--- src/rtl/lscal_pkg.sv ---
// Shared types, constants and helpers for the least-squares line calibrator.
package lscal_pkg;

	localparam int unsigned MAX_POINTS = 16;
	localparam int unsigned TOT_W      = $clog2(MAX_POINTS + 1);
	localparam int unsigned PROD_W     = 100;
	localparam int unsigned MUL_A_W    = 64;
	localparam int unsigned MUL_B_W    = 36;
	localparam int unsigned DEN_W      = 58;

	localparam logic [2:0] ACT_ADD   = 3'd0;
	localparam logic [2:0] ACT_RESET = 3'd1;
	localparam logic [2:0] ACT_FIT   = 3'd2;
	localparam logic [2:0] ACT_CONV  = 3'd3;
	localparam logic [2:0] ACT_LOAD  = 3'd4;

	localparam logic [1:0] ST_OK    = 2'd0;
	localparam logic [1:0] ST_FULL  = 2'd1;
	localparam logic [1:0] ST_FEW   = 2'd2;
	localparam logic [1:0] ST_DEN0  = 2'd3;

	localparam logic [2:0] M_CW    = 3'd0;
	localparam logic [2:0] M_CC    = 3'd1;
	localparam logic [2:0] M_NC2   = 3'd2;
	localparam logic [2:0] M_SCSC  = 3'd3;
	localparam logic [2:0] M_NCW   = 3'd4;
	localparam logic [2:0] M_SCSW  = 3'd5;
	localparam logic [2:0] M_SLSC  = 3'd6;
	localparam logic [2:0] M_SLCNT = 3'd7;

	localparam logic [2:0] A_SCW   = 3'd0;
	localparam logic [2:0] A_ADDPT = 3'd1;
	localparam logic [2:0] A_T1    = 3'd2;
	localparam logic [2:0] A_T1SUB = 3'd3;
	localparam logic [2:0] A_T2    = 3'd4;
	localparam logic [2:0] A_T2SUB = 3'd5;
	localparam logic [2:0] A_IC    = 3'd6;
	localparam logic [2:0] A_CV    = 3'd7;

	localparam logic [1:0] D_SLOPE = 2'd0;
	localparam logic [1:0] D_ICPT  = 2'd1;

	typedef struct packed {
		logic       cap;
		logic       mul_go;
		logic [2:0] mul_sel;
		logic       acc_en;
		logic [2:0] acc_op;
		logic       div_go;
		logic [1:0] div_sel;
		logic       conv;
		logic       set_st;
		logic [1:0] st;
		logic       clr_tot;
		logic       load;
		logic       pub;
	} cmd_t;

	typedef struct packed {
		logic [2:0] action;
		logic       mdone;
		logic       ddone;
		logic       full;
		logic       few;
		logic       den0;
		logic       obusy;
	} sts_t;

	function automatic logic [63:0] sat_q(logic [PROD_W-1:0] q, logic neg, int unsigned bits);
		logic [63:0] lim;
		logic [63:0] mag;
		logic        ov;
		lim = 64'd1 << (bits - 1);
		ov  = (|q[PROD_W-1:64]) || (q[63:0] >= lim);
		mag = ov ? (neg ? lim : lim - 64'd1) : q[63:0];
		return neg ? (64'd0 - mag) : mag;
	endfunction

endpackage

--- src/rtl/lscal_mul.sv ---
// Serial signed shift-add multiplier, one multiplier bit per cycle.
module lscal_mul (
	input  logic                                 clk,
	input  logic                                 arst_n,
	input  logic                                 go,
	input  logic [lscal_pkg::MUL_A_W-1:0]        a,
	input  logic [lscal_pkg::MUL_B_W-1:0]        b,
	output logic                                 done,
	output logic [lscal_pkg::PROD_W-1:0]         p
);
	import lscal_pkg::*;

	localparam int unsigned HI_W = MUL_A_W + 2;
	localparam int unsigned CW   = $clog2(MUL_B_W);

	logic [HI_W-1:0]    hi_q;
	logic [MUL_B_W-1:0] lo_q;
	logic [MUL_A_W-1:0] a_q;
	logic [CW-1:0]      cnt_q;
	logic               busy_q;
	logic               done_q;
	logic [HI_W-1:0]    a_ext;
	logic [HI_W-1:0]    addend;
	logic [HI_W-1:0]    sum;
	logic               last;

	assign last   = (cnt_q == CW'(MUL_B_W - 1));
	assign a_ext  = {{2{a_q[MUL_A_W-1]}}, a_q};
	assign addend = lo_q[0] ? (last ? (HI_W'(0) - a_ext) : a_ext) : HI_W'(0);
	assign sum    = hi_q + addend;

	always_ff @(posedge clk or negedge arst_n) begin
		if (!arst_n) begin
			busy_q <= 1'b0;
			done_q <= 1'b0;
			cnt_q  <= '0;
		end else begin
			done_q <= busy_q && last;
			if (go) begin
				busy_q <= 1'b1;
				cnt_q  <= '0;
			end else if (busy_q) begin
				cnt_q <= cnt_q + CW'(1);
				if (last) begin
					busy_q <= 1'b0;
				end
			end
		end
	end

	always_ff @(posedge clk) begin
		if (go) begin
			a_q  <= a;
			hi_q <= '0;
			lo_q <= b;
		end else if (busy_q) begin
			hi_q <= {sum[HI_W-1], sum[HI_W-1:1]};
			lo_q <= {sum[0], lo_q[MUL_B_W-1:1]};
		end
	end

	assign done = done_q;
	assign p    = PROD_W'({hi_q, lo_q});
endmodule

--- src/rtl/lscal_div.sv ---
// Restoring divider giving the rounded quotient magnitude of a signed numerator.
module lscal_div (
	input  logic                          clk,
	input  logic                          arst_n,
	input  logic                          go,
	input  logic [lscal_pkg::PROD_W-1:0]  num,
	input  logic [lscal_pkg::DEN_W-1:0]   den,
	output logic                          done,
	output logic                          neg,
	output logic [lscal_pkg::PROD_W-1:0]  q
);
	import lscal_pkg::*;

	localparam int unsigned CW = $clog2(PROD_W);
	localparam int unsigned RW = DEN_W + 2;

	logic [PROD_W-1:0] n_q;
	logic [RW-2:0]     d2_q;
	logic [RW-2:0]     r_q;
	logic [CW-1:0]     cnt_q;
	logic              busy_q;
	logic              done_q;
	logic              neg_q;
	logic [PROD_W-1:0] mag;
	logic [RW-1:0]     rs;
	logic              ge;
	logic              last;

	assign last = (cnt_q == CW'(PROD_W - 1));
	assign mag  = num[PROD_W-1] ? (PROD_W'(0) - num) : num;
	assign rs   = {r_q, n_q[PROD_W-1]};
	assign ge   = (rs >= {1'b0, d2_q});

	always_ff @(posedge clk or negedge arst_n) begin
		if (!arst_n) begin
			busy_q <= 1'b0;
			done_q <= 1'b0;
			cnt_q  <= '0;
		end else begin
			done_q <= busy_q && last;
			if (go) begin
				busy_q <= 1'b1;
				cnt_q  <= '0;
			end else if (busy_q) begin
				cnt_q <= cnt_q + CW'(1);
				if (last) begin
					busy_q <= 1'b0;
				end
			end
		end
	end

	always_ff @(posedge clk) begin
		if (go) begin
			neg_q <= num[PROD_W-1];
			n_q   <= {mag[PROD_W-2:0], 1'b0} + {{(PROD_W-DEN_W){1'b0}}, den};
			d2_q  <= {den, 1'b0};
			r_q   <= '0;
		end else if (busy_q) begin
			r_q <= ge ? (RW-1)'(rs - {1'b0, d2_q}) : rs[RW-2:0];
			n_q <= {n_q[PROD_W-2:0], ge};
		end
	end

	assign done = done_q;
	assign neg  = neg_q;
	assign q    = n_q;
endmodule

--- src/rtl/lscal_dp.sv ---
// Datapath: running sums, line registers, shared multiplier and divider, result register.
module lscal_dp (
	input  logic                  clk,
	input  logic                  arst_n,
	input  lscal_pkg::cmd_t       cmd,
	output lscal_pkg::sts_t       sts,
	input  logic [2:0]            in_action,
	input  logic [143:0]          in_data,
	output logic                  out_valid,
	input  logic                  out_ready,
	output logic [1:0]            out_user,
	output logic [127:0]          out_data
);
	import lscal_pkg::*;

	logic [2:0]         act_q;
	logic [23:0]        count_q;
	logic [31:0]        mass_q;
	logic [47:0]        slin_q;
	logic [39:0]        icin_q;
	logic [27:0]        sc_q;
	logic [35:0]        sw_q;
	logic [63:0]        scw_q;
	logic [63:0]        sc2_q;
	logic [TOT_W-1:0]   tot_q;
	logic [47:0]        slope_q;
	logic [39:0]        icpt_q;
	logic [31:0]        weight_q;
	logic [1:0]         st_q;
	logic [PROD_W-1:0]  t1_q;
	logic [PROD_W-1:0]  t2_q;
	logic [1:0]         dsel_q;
	logic               ov_q;
	logic [1:0]         ost_q;
	logic [127:0]       odata_q;

	logic [MUL_A_W-1:0] ma;
	logic [MUL_B_W-1:0] mb;
	logic               mdone;
	logic [PROD_W-1:0]  p;
	logic [PROD_W-1:0]  dnum;
	logic [DEN_W-1:0]   dden;
	logic               ddone;
	logic               dneg;
	logic [PROD_W-1:0]  dq;
	logic [63:0]        dres;
	logic [PROD_W-1:0]  cv_sum;
	logic               cv_ov;
	logic [31:0]        cv_res;

	always_comb begin
		case (cmd.mul_sel)
			M_CW: begin
				ma = {{32{mass_q[31]}}, mass_q};
				mb = {{12{count_q[23]}}, count_q};
			end
			M_CC: begin
				ma = {{40{count_q[23]}}, count_q};
				mb = {{12{count_q[23]}}, count_q};
			end
			M_NC2: begin
				ma = sc2_q;
				mb = MUL_B_W'(tot_q);
			end
			M_SCSC: begin
				ma = {{36{sc_q[27]}}, sc_q};
				mb = {{8{sc_q[27]}}, sc_q};
			end
			M_NCW: begin
				ma = scw_q;
				mb = MUL_B_W'(tot_q);
			end
			M_SCSW: begin
				ma = {{28{sw_q[35]}}, sw_q};
				mb = {{8{sc_q[27]}}, sc_q};
			end
			M_SLSC: begin
				ma = {{16{slope_q[47]}}, slope_q};
				mb = {{8{sc_q[27]}}, sc_q};
			end
			default: begin
				ma = {{16{slope_q[47]}}, slope_q};
				mb = {{12{count_q[23]}}, count_q};
			end
		endcase
	end

	lscal_mul u_mul (
		.clk    (clk),
		.arst_n (arst_n),
		.go     (cmd.mul_go),
		.a      (ma),
		.b      (mb),
		.done   (mdone),
		.p      (p)
	);

	always_comb begin
		case (cmd.div_sel)
			D_SLOPE: begin
				dnum = {t2_q[PROD_W-33:0], 32'd0};
				dden = t1_q[DEN_W-1:0];
			end
			default: begin
				dnum = t2_q;
				dden = {{(DEN_W-TOT_W-24){1'b0}}, tot_q, 24'd0};
			end
		endcase
	end

	lscal_div u_div (
		.clk    (clk),
		.arst_n (arst_n),
		.go     (cmd.div_go),
		.num    (dnum),
		.den    (dden),
		.done   (ddone),
		.neg    (dneg),
		.q      (dq)
	);

	always_comb begin
		case (dsel_q)
			D_SLOPE: dres = sat_q(dq, dneg, 48);
			default: dres = sat_q(dq, dneg, 40);
		endcase
	end

	// round half away from zero on a division by 2^32, then clamp to 32 bits
	assign cv_sum = t2_q + {{(PROD_W-32){1'b0}}, 32'h8000_0000}
		- {{(PROD_W-1){1'b0}}, t2_q[PROD_W-1]};
	assign cv_ov  = (|cv_sum[PROD_W-1:63]) && !(&cv_sum[PROD_W-1:63]);
	assign cv_res = cv_ov ? (cv_sum[PROD_W-1] ? 32'h8000_0000 : 32'h7FFF_FFFF)
		: cv_sum[63:32];

	always_ff @(posedge clk or negedge arst_n) begin
		if (!arst_n) begin
			tot_q   <= '0;
			slope_q <= '0;
			icpt_q  <= '0;
			sc_q    <= '0;
			sw_q    <= '0;
			scw_q   <= '0;
			sc2_q   <= '0;
			ov_q    <= 1'b0;
		end else begin
			if (cmd.clr_tot) begin
				tot_q <= '0;
				sc_q  <= '0;
				sw_q  <= '0;
				scw_q <= '0;
				sc2_q <= '0;
			end
			if (cmd.acc_en && cmd.acc_op == A_SCW) begin
				scw_q <= scw_q + p[63:0];
			end
			if (cmd.acc_en && cmd.acc_op == A_ADDPT) begin
				sc2_q <= sc2_q + p[63:0];
				sc_q  <= sc_q + {{4{count_q[23]}}, count_q};
				sw_q  <= sw_q + {{4{mass_q[31]}}, mass_q};
				tot_q <= tot_q + TOT_W'(1);
			end
			if (cmd.load) begin
				slope_q <= slin_q;
				icpt_q  <= icin_q;
			end
			if (ddone && dsel_q == D_SLOPE) begin
				slope_q <= dres[47:0];
			end
			if (ddone && dsel_q == D_ICPT) begin
				icpt_q <= dres[39:0];
			end
			if (cmd.pub) begin
				ov_q <= 1'b1;
			end else if (out_ready) begin
				ov_q <= 1'b0;
			end
		end
	end

	always_ff @(posedge clk) begin
		if (cmd.cap) begin
			act_q    <= in_action;
			count_q  <= in_data[23:0];
			mass_q   <= in_data[55:24];
			slin_q   <= in_data[103:56];
			icin_q   <= in_data[143:104];
			weight_q <= '0;
			st_q     <= ST_OK;
		end
		if (cmd.set_st) begin
			st_q <= cmd.st;
		end
		if (cmd.div_go) begin
			dsel_q <= cmd.div_sel;
		end
		if (cmd.conv) begin
			weight_q <= cv_res;
		end
		if (cmd.acc_en) begin
			case (cmd.acc_op)
				A_T1:    t1_q <= p;
				A_T1SUB: t1_q <= t1_q - p;
				A_T2:    t2_q <= p;
				A_T2SUB: t2_q <= t2_q - p;
				A_IC:    t2_q <= ({{(PROD_W-36){sw_q[35]}}, sw_q} << 32) - p;
				A_CV:    t2_q <= p + ({{(PROD_W-40){icpt_q[39]}}, icpt_q} << 24);
				default: begin
				end
			endcase
		end
		if (cmd.pub) begin
			ost_q   <= st_q;
			odata_q <= {3'd0, tot_q, icpt_q, slope_q, weight_q};
		end
	end

	assign sts.action = act_q;
	assign sts.mdone  = mdone;
	assign sts.ddone  = ddone;
	assign sts.full   = (tot_q == TOT_W'(MAX_POINTS));
	assign sts.few    = (tot_q < TOT_W'(2));
	assign sts.den0   = (t1_q == '0);
	assign sts.obusy  = ov_q;

	assign out_valid = ov_q;
	assign out_user  = ost_q;
	assign out_data  = odata_q;
endmodule

--- src/rtl/lscal_ctrl.sv ---
// Controller: sequences multiplies and divides for the add, fit and convert actions.
module lscal_ctrl (
	input  logic            clk,
	input  logic            arst_n,
	input  logic            in_valid,
	output logic            in_ready,
	input  lscal_pkg::sts_t sts,
	input  logic            out_ready,
	output lscal_pkg::cmd_t cmd
);
	import lscal_pkg::*;

	localparam logic [4:0] S_IDLE   = 5'd0;
	localparam logic [4:0] S_DEC    = 5'd1;
	localparam logic [4:0] S_W_CW   = 5'd2;
	localparam logic [4:0] S_W_CC   = 5'd3;
	localparam logic [4:0] S_W_NC2  = 5'd4;
	localparam logic [4:0] S_W_SCSC = 5'd5;
	localparam logic [4:0] S_ZCHK   = 5'd6;
	localparam logic [4:0] S_W_NCW  = 5'd7;
	localparam logic [4:0] S_W_SCSW = 5'd8;
	localparam logic [4:0] S_DSL    = 5'd9;
	localparam logic [4:0] S_W_DS   = 5'd10;
	localparam logic [4:0] S_MSL    = 5'd11;
	localparam logic [4:0] S_W_SLSC = 5'd12;
	localparam logic [4:0] S_DIC    = 5'd13;
	localparam logic [4:0] S_W_DI   = 5'd14;
	localparam logic [4:0] S_W_CV   = 5'd15;
	localparam logic [4:0] S_DCV    = 5'd16;
	localparam logic [4:0] S_DONE   = 5'd17;

	logic [4:0] state_q;
	logic [4:0] state_d;

	assign in_ready = (state_q == S_IDLE);

	always_comb begin
		cmd     = '0;
		state_d = state_q;
		case (state_q)
			S_IDLE: begin
				if (in_valid) begin
					cmd.cap = 1'b1;
					state_d = S_DEC;
				end
			end
			S_DEC: begin
				case (sts.action)
					ACT_ADD: begin
						if (sts.full) begin
							cmd.set_st = 1'b1;
							cmd.st     = ST_FULL;
							state_d    = S_DONE;
						end else begin
							cmd.mul_go  = 1'b1;
							cmd.mul_sel = M_CW;
							state_d     = S_W_CW;
						end
					end
					ACT_RESET: begin
						cmd.clr_tot = 1'b1;
						state_d     = S_DONE;
					end
					ACT_FIT: begin
						if (sts.few) begin
							cmd.set_st = 1'b1;
							cmd.st     = ST_FEW;
							state_d    = S_DONE;
						end else begin
							cmd.mul_go  = 1'b1;
							cmd.mul_sel = M_NC2;
							state_d     = S_W_NC2;
						end
					end
					ACT_CONV: begin
						cmd.mul_go  = 1'b1;
						cmd.mul_sel = M_SLCNT;
						state_d     = S_W_CV;
					end
					ACT_LOAD: begin
						cmd.load = 1'b1;
						state_d  = S_DONE;
					end
					default: state_d = S_DONE;
				endcase
			end
			S_W_CW: begin
				if (sts.mdone) begin
					cmd.acc_en  = 1'b1;
					cmd.acc_op  = A_SCW;
					cmd.mul_go  = 1'b1;
					cmd.mul_sel = M_CC;
					state_d     = S_W_CC;
				end
			end
			S_W_CC: begin
				if (sts.mdone) begin
					cmd.acc_en = 1'b1;
					cmd.acc_op = A_ADDPT;
					state_d    = S_DONE;
				end
			end
			S_W_NC2: begin
				if (sts.mdone) begin
					cmd.acc_en  = 1'b1;
					cmd.acc_op  = A_T1;
					cmd.mul_go  = 1'b1;
					cmd.mul_sel = M_SCSC;
					state_d     = S_W_SCSC;
				end
			end
			S_W_SCSC: begin
				if (sts.mdone) begin
					cmd.acc_en = 1'b1;
					cmd.acc_op = A_T1SUB;
					state_d    = S_ZCHK;
				end
			end
			S_ZCHK: begin
				if (sts.den0) begin
					cmd.set_st = 1'b1;
					cmd.st     = ST_DEN0;
					state_d    = S_DONE;
				end else begin
					cmd.mul_go  = 1'b1;
					cmd.mul_sel = M_NCW;
					state_d     = S_W_NCW;
				end
			end
			S_W_NCW: begin
				if (sts.mdone) begin
					cmd.acc_en  = 1'b1;
					cmd.acc_op  = A_T2;
					cmd.mul_go  = 1'b1;
					cmd.mul_sel = M_SCSW;
					state_d     = S_W_SCSW;
				end
			end
			S_W_SCSW: begin
				if (sts.mdone) begin
					cmd.acc_en = 1'b1;
					cmd.acc_op = A_T2SUB;
					state_d    = S_DSL;
				end
			end
			S_DSL: begin
				cmd.div_go  = 1'b1;
				cmd.div_sel = D_SLOPE;
				state_d     = S_W_DS;
			end
			S_W_DS: begin
				if (sts.ddone) begin
					state_d = S_MSL;
				end
			end
			S_MSL: begin
				cmd.mul_go  = 1'b1;
				cmd.mul_sel = M_SLSC;
				state_d     = S_W_SLSC;
			end
			S_W_SLSC: begin
				if (sts.mdone) begin
					cmd.acc_en = 1'b1;
					cmd.acc_op = A_IC;
					state_d    = S_DIC;
				end
			end
			S_DIC: begin
				cmd.div_go  = 1'b1;
				cmd.div_sel = D_ICPT;
				state_d     = S_W_DI;
			end
			S_W_DI: begin
				if (sts.ddone) begin
					state_d = S_DONE;
				end
			end
			S_W_CV: begin
				if (sts.mdone) begin
					cmd.acc_en = 1'b1;
					cmd.acc_op = A_CV;
					state_d    = S_DCV;
				end
			end
			S_DCV: begin
				cmd.conv = 1'b1;
				state_d  = S_DONE;
			end
			S_DONE: begin
				if (!sts.obusy || out_ready) begin
					cmd.pub = 1'b1;
					state_d = S_IDLE;
				end
			end
			default: state_d = S_IDLE;
		endcase
	end

	always_ff @(posedge clk or negedge arst_n) begin
		if (!arst_n) begin
			state_q <= S_IDLE;
		end else begin
			state_q <= state_d;
		end
	end
endmodule

--- src/rtl/least_squares_line_calibrator_top.sv ---
// Top level of the least-squares line calibrator.
// One item at a time; the result leaves through an output register, so the next item is taken
// while a result still waits. Reset, load, undefined actions, an add to a full store and a fit
// with fewer than two points need no arithmetic. An added point takes two passes of the serial
// multiplier (36 steps each); a convert takes one multiply, then a step to round and clamp; a
// fit takes five multiplies and two passes of the one-bit-a-step divider, or only two multiplies
// when the denominator is zero. Any item waits to publish its result while the output register
// is still full and m_tready is low.
// Points are kept as running sums of count, mass, count*mass and count squared.
module least_squares_line_calibrator_top (
	input  logic         clk,
	input  logic         arst_n,
	input  logic         s_tvalid,
	output logic         s_tready,
	input  logic [2:0]   s_tuser,  // action
	input  logic [143:0] s_tdata,  // sample_count, known_mass, slope_in, intercept_in
	output logic         m_tvalid,
	input  logic         m_tready,
	output logic [1:0]   m_tuser,  // status
	output logic [127:0] m_tdata   // weight, slope, intercept, points_held, zero pad
);
	import lscal_pkg::*;

	cmd_t cmd;
	sts_t sts;

	lscal_ctrl u_ctrl (
		.clk       (clk),
		.arst_n    (arst_n),
		.in_valid  (s_tvalid),
		.in_ready  (s_tready),
		.sts       (sts),
		.out_ready (m_tready),
		.cmd       (cmd)
	);

	lscal_dp u_dp (
		.clk       (clk),
		.arst_n    (arst_n),
		.cmd       (cmd),
		.sts       (sts),
		.in_action (s_tuser),
		.in_data   (s_tdata),
		.out_valid (m_tvalid),
		.out_ready (m_tready),
		.out_user  (m_tuser),
		.out_data  (m_tdata)
	);

	a_busy_after_transfer: assert property (@(posedge clk) disable iff (!arst_n)
		(s_tvalid && s_tready) |=> !s_tready)
		else $error("input taken again before the item finished");

	a_points_bound: assert property (@(posedge clk) disable iff (!arst_n)
		m_tvalid |-> (m_tdata[124:120] <= TOT_W'(MAX_POINTS)))
		else $error("points held beyond store depth");

	a_full_status: assert property (@(posedge clk) disable iff (!arst_n)
		(m_tvalid && m_tuser == ST_FULL) |-> (m_tdata[124:120] == TOT_W'(MAX_POINTS)))
		else $error("store full reported with free entries");
endmodule

--- config.mk ---
export PLATFORM = sky130hd
export DESIGN_NAME = least_squares_line_calibrator_top
export DESIGN_NICKNAME = d
export VERILOG_FILES = /design/src/rtl/lscal_pkg.sv /design/src/rtl/lscal_mul.sv /design/src/rtl/lscal_div.sv /design/src/rtl/lscal_dp.sv /design/src/rtl/lscal_ctrl.sv /design/src/rtl/least_squares_line_calibrator_top.sv
export SDC_FILE = /design/constraint.sdc
export NUM_CORES = 2
export LEC_CHECK = 0
export BUFFER_PORTS_ARGS = -buffer_cell sky130_fd_sc_hd__buf_2
export CELL_PAD_IN_SITES_DETAIL_PLACEMENT = 1
export CELL_PAD_IN_SITES_GLOBAL_PLACEMENT = 1
export CORE_MARGIN = 3
export CORE_UTILIZATION = 44
export CTS_CLUSTER_DIAMETER = 40
export DETAILED_ROUTE_END_ITERATION = 16
export PLACE_DENSITY_LB_ADDON = 0.1
export SLEW_MARGIN = 20
export SYNTH_ARGS = -nofsm -noshare
export SYNTH_HDL_FRONTEND = slang
export SYNTH_SLANG_ARGS = --single-unit
export TNS_END_PERCENT = 50
--- constraint.sdc ---
create_clock -name clk -period 8.1 [get_ports clk]
set_input_delay 0 -clock clk [delete_from_list [all_inputs] [get_ports clk]]
set_output_delay 0 -clock clk [all_outputs]
set_load 0.05 [all_outputs]
==> reports/qor.yml <==
pwr:
  power_density_nw_per_um2: 367
  finalPower_mw: 42.7
  irDropWorstVdd_mv: 0.466
  p_leak_nw: 50.2
final_layout:
  register_area_sq_um: 33300
  multi_input_area_sq_um: 63200
  layout_commonest_cell: "nand2_1"
  stdcell_count: 15563
  final_util_pct: 51.6
  fin_area_sq_um: 116000
  final_cell_mix: "nand2_1, o21ai_0, a21oi_1"
  nFillCells: 26140
  area_growth_pct: 16.2
  nets: 13251
  drive_gt1_share_pct: 8.41
sta:
  rsz0062_at_grt: "false"
  hold_slack_ns: 0.285
  slew_headroom_pct: 9.56
  slew_violations: 0
  finalWorstSetupSlack_ns: 0.408
  tightest_slew_ns: 1.34
  post-route-period-util_pct: 95.0
  clock_skew_ns: 0.176
  max_freq_mhz: 130
  hold_violations: 0
  tns_ns: 0
  finalSetupViolations: 0
  min_period_ns: 7.69
clock_network:
  cts_htree_levels: 4
  clk_latency_ns: 0.97
  clockRootBuffer: "clkbuf_16"
  cts_tree: "done"
  clkSinkCount: 1200
  cts_buffers: 234
  clkSlewWorstSetupHoldPaths_ns: 0.06
  clk_path_buf_depth: 3
worst_setup_path:
  worstPathBufferInverterCount: 4
  worstPathMaxFanout: 20
  path_cells: "and4b_1 > nand2_4 > clkinv_2 > nand2_1 > ha_1 > a31oi_1 > nor2_1 > buf_4 > nor3_1 > ha_1 > nand4_1 > o31ai_1 > a211o_1 > a31oi_1 > a2111oi_2 > o21ai_0 > a2111oi_0 > buf_4 > o21ai_0 > a31oi_1 > buf_4 > o211ai_1 > or3b_2 > a31oi_1"
  r2r_setup_slack_ns: 0.41
  r2r-start: "u_ctrl.state_q[1]"
  cpMaxStageDelayCell: "a2111oi_2"
  r2r_cells: 24
  max_stage_delay_ns: 0.66
  crit_path_frequent_cell: "a31oi_1"
  end_kind: "flop"
  crit_arrival_ns: 8.34
  worstSetupStartpointType: "flop"
  worst_ep_required_time_ns: 8.75
  r2r-end: "u_dp.u_div.q[76]"
  path_class: "reg2reg"
  path_delay_family: "compound AO/OA/AOI/OAI gates"
route:
  drc_errors: 0
  drt_wl_total_um: 495000
  ant_nets: 0
  post_drt_wl_per_cell_um: 31.8
  avgViaCountPerCell: 6.65
  drt_first_pass_iters: 7
  drt-initial-drc-count: 11655
  dr_total_vias: 103463
die:
  die_area_sq_um: 234000
  core_area_sq_um: 226000
  start_util_pct: 44.4
  die_x_um: 483
  rows: 174
  ios: 283
  fp.dieH_um: 483
synthesis:
  synth_cell_types: 108
  ys_ff_latch: 1200
  netlist_area_sq_um: 100000
  seq_area_frac_synth_pct: 33.2
  async_flop_share_pct: 25.7
  ys.flop_type: "edfxtp_1"
  avgSynthCellArea_sq_um: 8.37
  syn_inst: 11974
  synth-edff-count: 768
  yosys_warnings: 0
flow_run:
  drv_cap: 0
min_path:
  hold_class: "in2async"
global_route:
  gr-total-overflow: 0
  grt_pass1_wl_um: 712000
  first_global_vias: 102170
  grt_usage_pct: 40.6
  grt_most_used_layer: "met2"
  grt_use_met3_pct: 9.39
  grt_start_max_net_pins: 156
  use_met2_pct: 60.1
  use_met1_pct: 54.1
  antenna_found_initial: 62
run_status:
  status: "complete, no violations"
placement:
  gp_congestion: 1.06
  hpwlAfterDp_um: 379000
  placed_cells: 14791
  numPortBuffers: 279
  place_ws_ns: 0.539
  placed_cell_area_sq_um: 105000
worst max path at each step:
stage / from / to / slack [ns] / depth (start not counted)
finish: u_ctrl.state_q[1] / u_dp.u_div.q[76] / 0.41 / 24
global route: u_ctrl.state_q[1] / u_dp.u_div.q[76] / 0.11 / 24
CTS: u_ctrl.state_q[1] / u_dp.u_div.q[76] / 0.15 / 24
detailed placement: u_ctrl.state_q[1] / u_dp.u_div.q[76] / 0.54 / 24
global placement: u_ctrl.state_q[1] / u_dp.u_div.q[76] / 0.62 / 24
floorplan: u_ctrl.state_q[0] / u_dp.u_div.q[84] / 0.15 / 35
metal layers:
layer | vias up | wire length (um)
met5 | - | 321
met4 | 44 | 34500
met3 | 1216 | 48500
met2 | 5178 | 209000
met1 | 51737 | 203000
li1 | 45288 | -
synthesized netlist by cell type, types with 40 or more instances:
cell / instances / area (sq um)
nand2_1: 1254 / 4710
o21ai_0: 1125 / 5630
a21oi_1: 1057 / 5290
nor2_1: 896 / 3360
edfxtp_1: 768 / 23100
ha_1: 755 / 9450
clkbuf_1: 549 / 2060
a21o_1: 536 / 4020
inv_1: 488 / 1830
xnor2_1: 467 / 4090
xor2_1: 312 / 2730
dfrtp_1: 308 / 7710
nand3_1: 288 / 1440
nand4_1: 214 / 1340
nor3_1: 200 / 1000
mux2i_1: 195 / 1950
nor4_1: 161 / 1010
and2_1: 158 / 988
o21bai_1: 152 / 1140
a31oi_1: 129 / 807
dfxtp_1: 124 / 2480
and3_1: 117 / 732
or3_1: 114 / 713
nand2b_1: 111 / 694
a211oi_1: 105 / 788
o21a_1: 105 / 788
nor2b_1: 102 / 638
o211ai_1: 90 / 676
a22oi_1: 77 / 578
o31ai_1: 77 / 578
a221oi_1: 65 / 569
buf_1: 53 / 199
or2_2: 48 / 300
a221o_1: 44 / 440
a21boi_0: 43 / 323
o311ai_0: 40 / 350
cell type report:
type | count | area share, %
well taps | 2992 | 3.21
clock buffers | 261 | 5.26
inverters | 491 | 1.59
diodes | 22 | 0.0473
clock inverters | 189 | 2.16
flip-flops and latches | 1200 | 28.6
repair buffers | 749 | 4.95
multi-input cells | 9659 | 54.2
power by group:
group	internal, mW	switching (mW)
logic	7.47	13.4
registers	8.61	2.59
clock network	6.65	4.02
total	22.7	20.0
sequential cells by signal (all words and copies together) (netlist names), 5 cells and up:
register	cells
u_dp.count_q	24
u_dp.t2_q	100
u_dp.sc2_q	64
u_dp.sw_q	36
u_dp.u_mul.a_q	64
u_dp.tot_q	5
u_dp.mass_q	32
u_dp.u_div.d2_q	58
u_dp.u_mul.cnt_q	6
u_dp.t1_q	100
u_dp.slope_q	48
u_dp.u_div.q	100
u_dp.sc_q	28
u_dp.u_mul.lo_q	36
u_dp.u_div.cnt_q	7
u_dp.scw_q	64
u_dp.weight_q	32
u_dp.icpt_q	40
u_dp.icin_q	40
u_ctrl.state_q	5
u_dp.u_div.r_q	59
u_dp.u_mul.hi_q	65
u_dp.out_data	125
u_dp.slin_q	48
what timing repair did:
| action | in CTS | in global routing |
|---|---|---|
| resized for setup | 0 | 2 |
| endpoints found under the hold margin | 461 | 0 |
| setup endpoints to repair | 0 | 9 |
| hold buffers | 299 | 0 |
| setup buffers | 0 | 0 |
tightest hold or removal path, stage by stage:
cell and delay (ns):
dlygate4sd3_1 0.52, dlygate4sd3_1 0.58, buf_8 0.19, buf_16 0.34
cells by family (layout without fill, tap and decap cells):
group                    count (synthesis)  in the layout  share of synthesized area [%]
AND/OR/NAND/NOR                       3820           3820                           18.3
buffers and inverters                 1118           1690                           4.24
multiplexers                           203            203                           2.04
flip-flops                            1200           1200                           33.2
XOR/XNOR                               780            780                           6.82
adder cells (fa/ha/maj)                765            765                           9.62
AO/OA/AOI/OAI                         4087           4087                           25.8
other                                    1             26                        0.00374
Power figures use the tool's default switching activity.
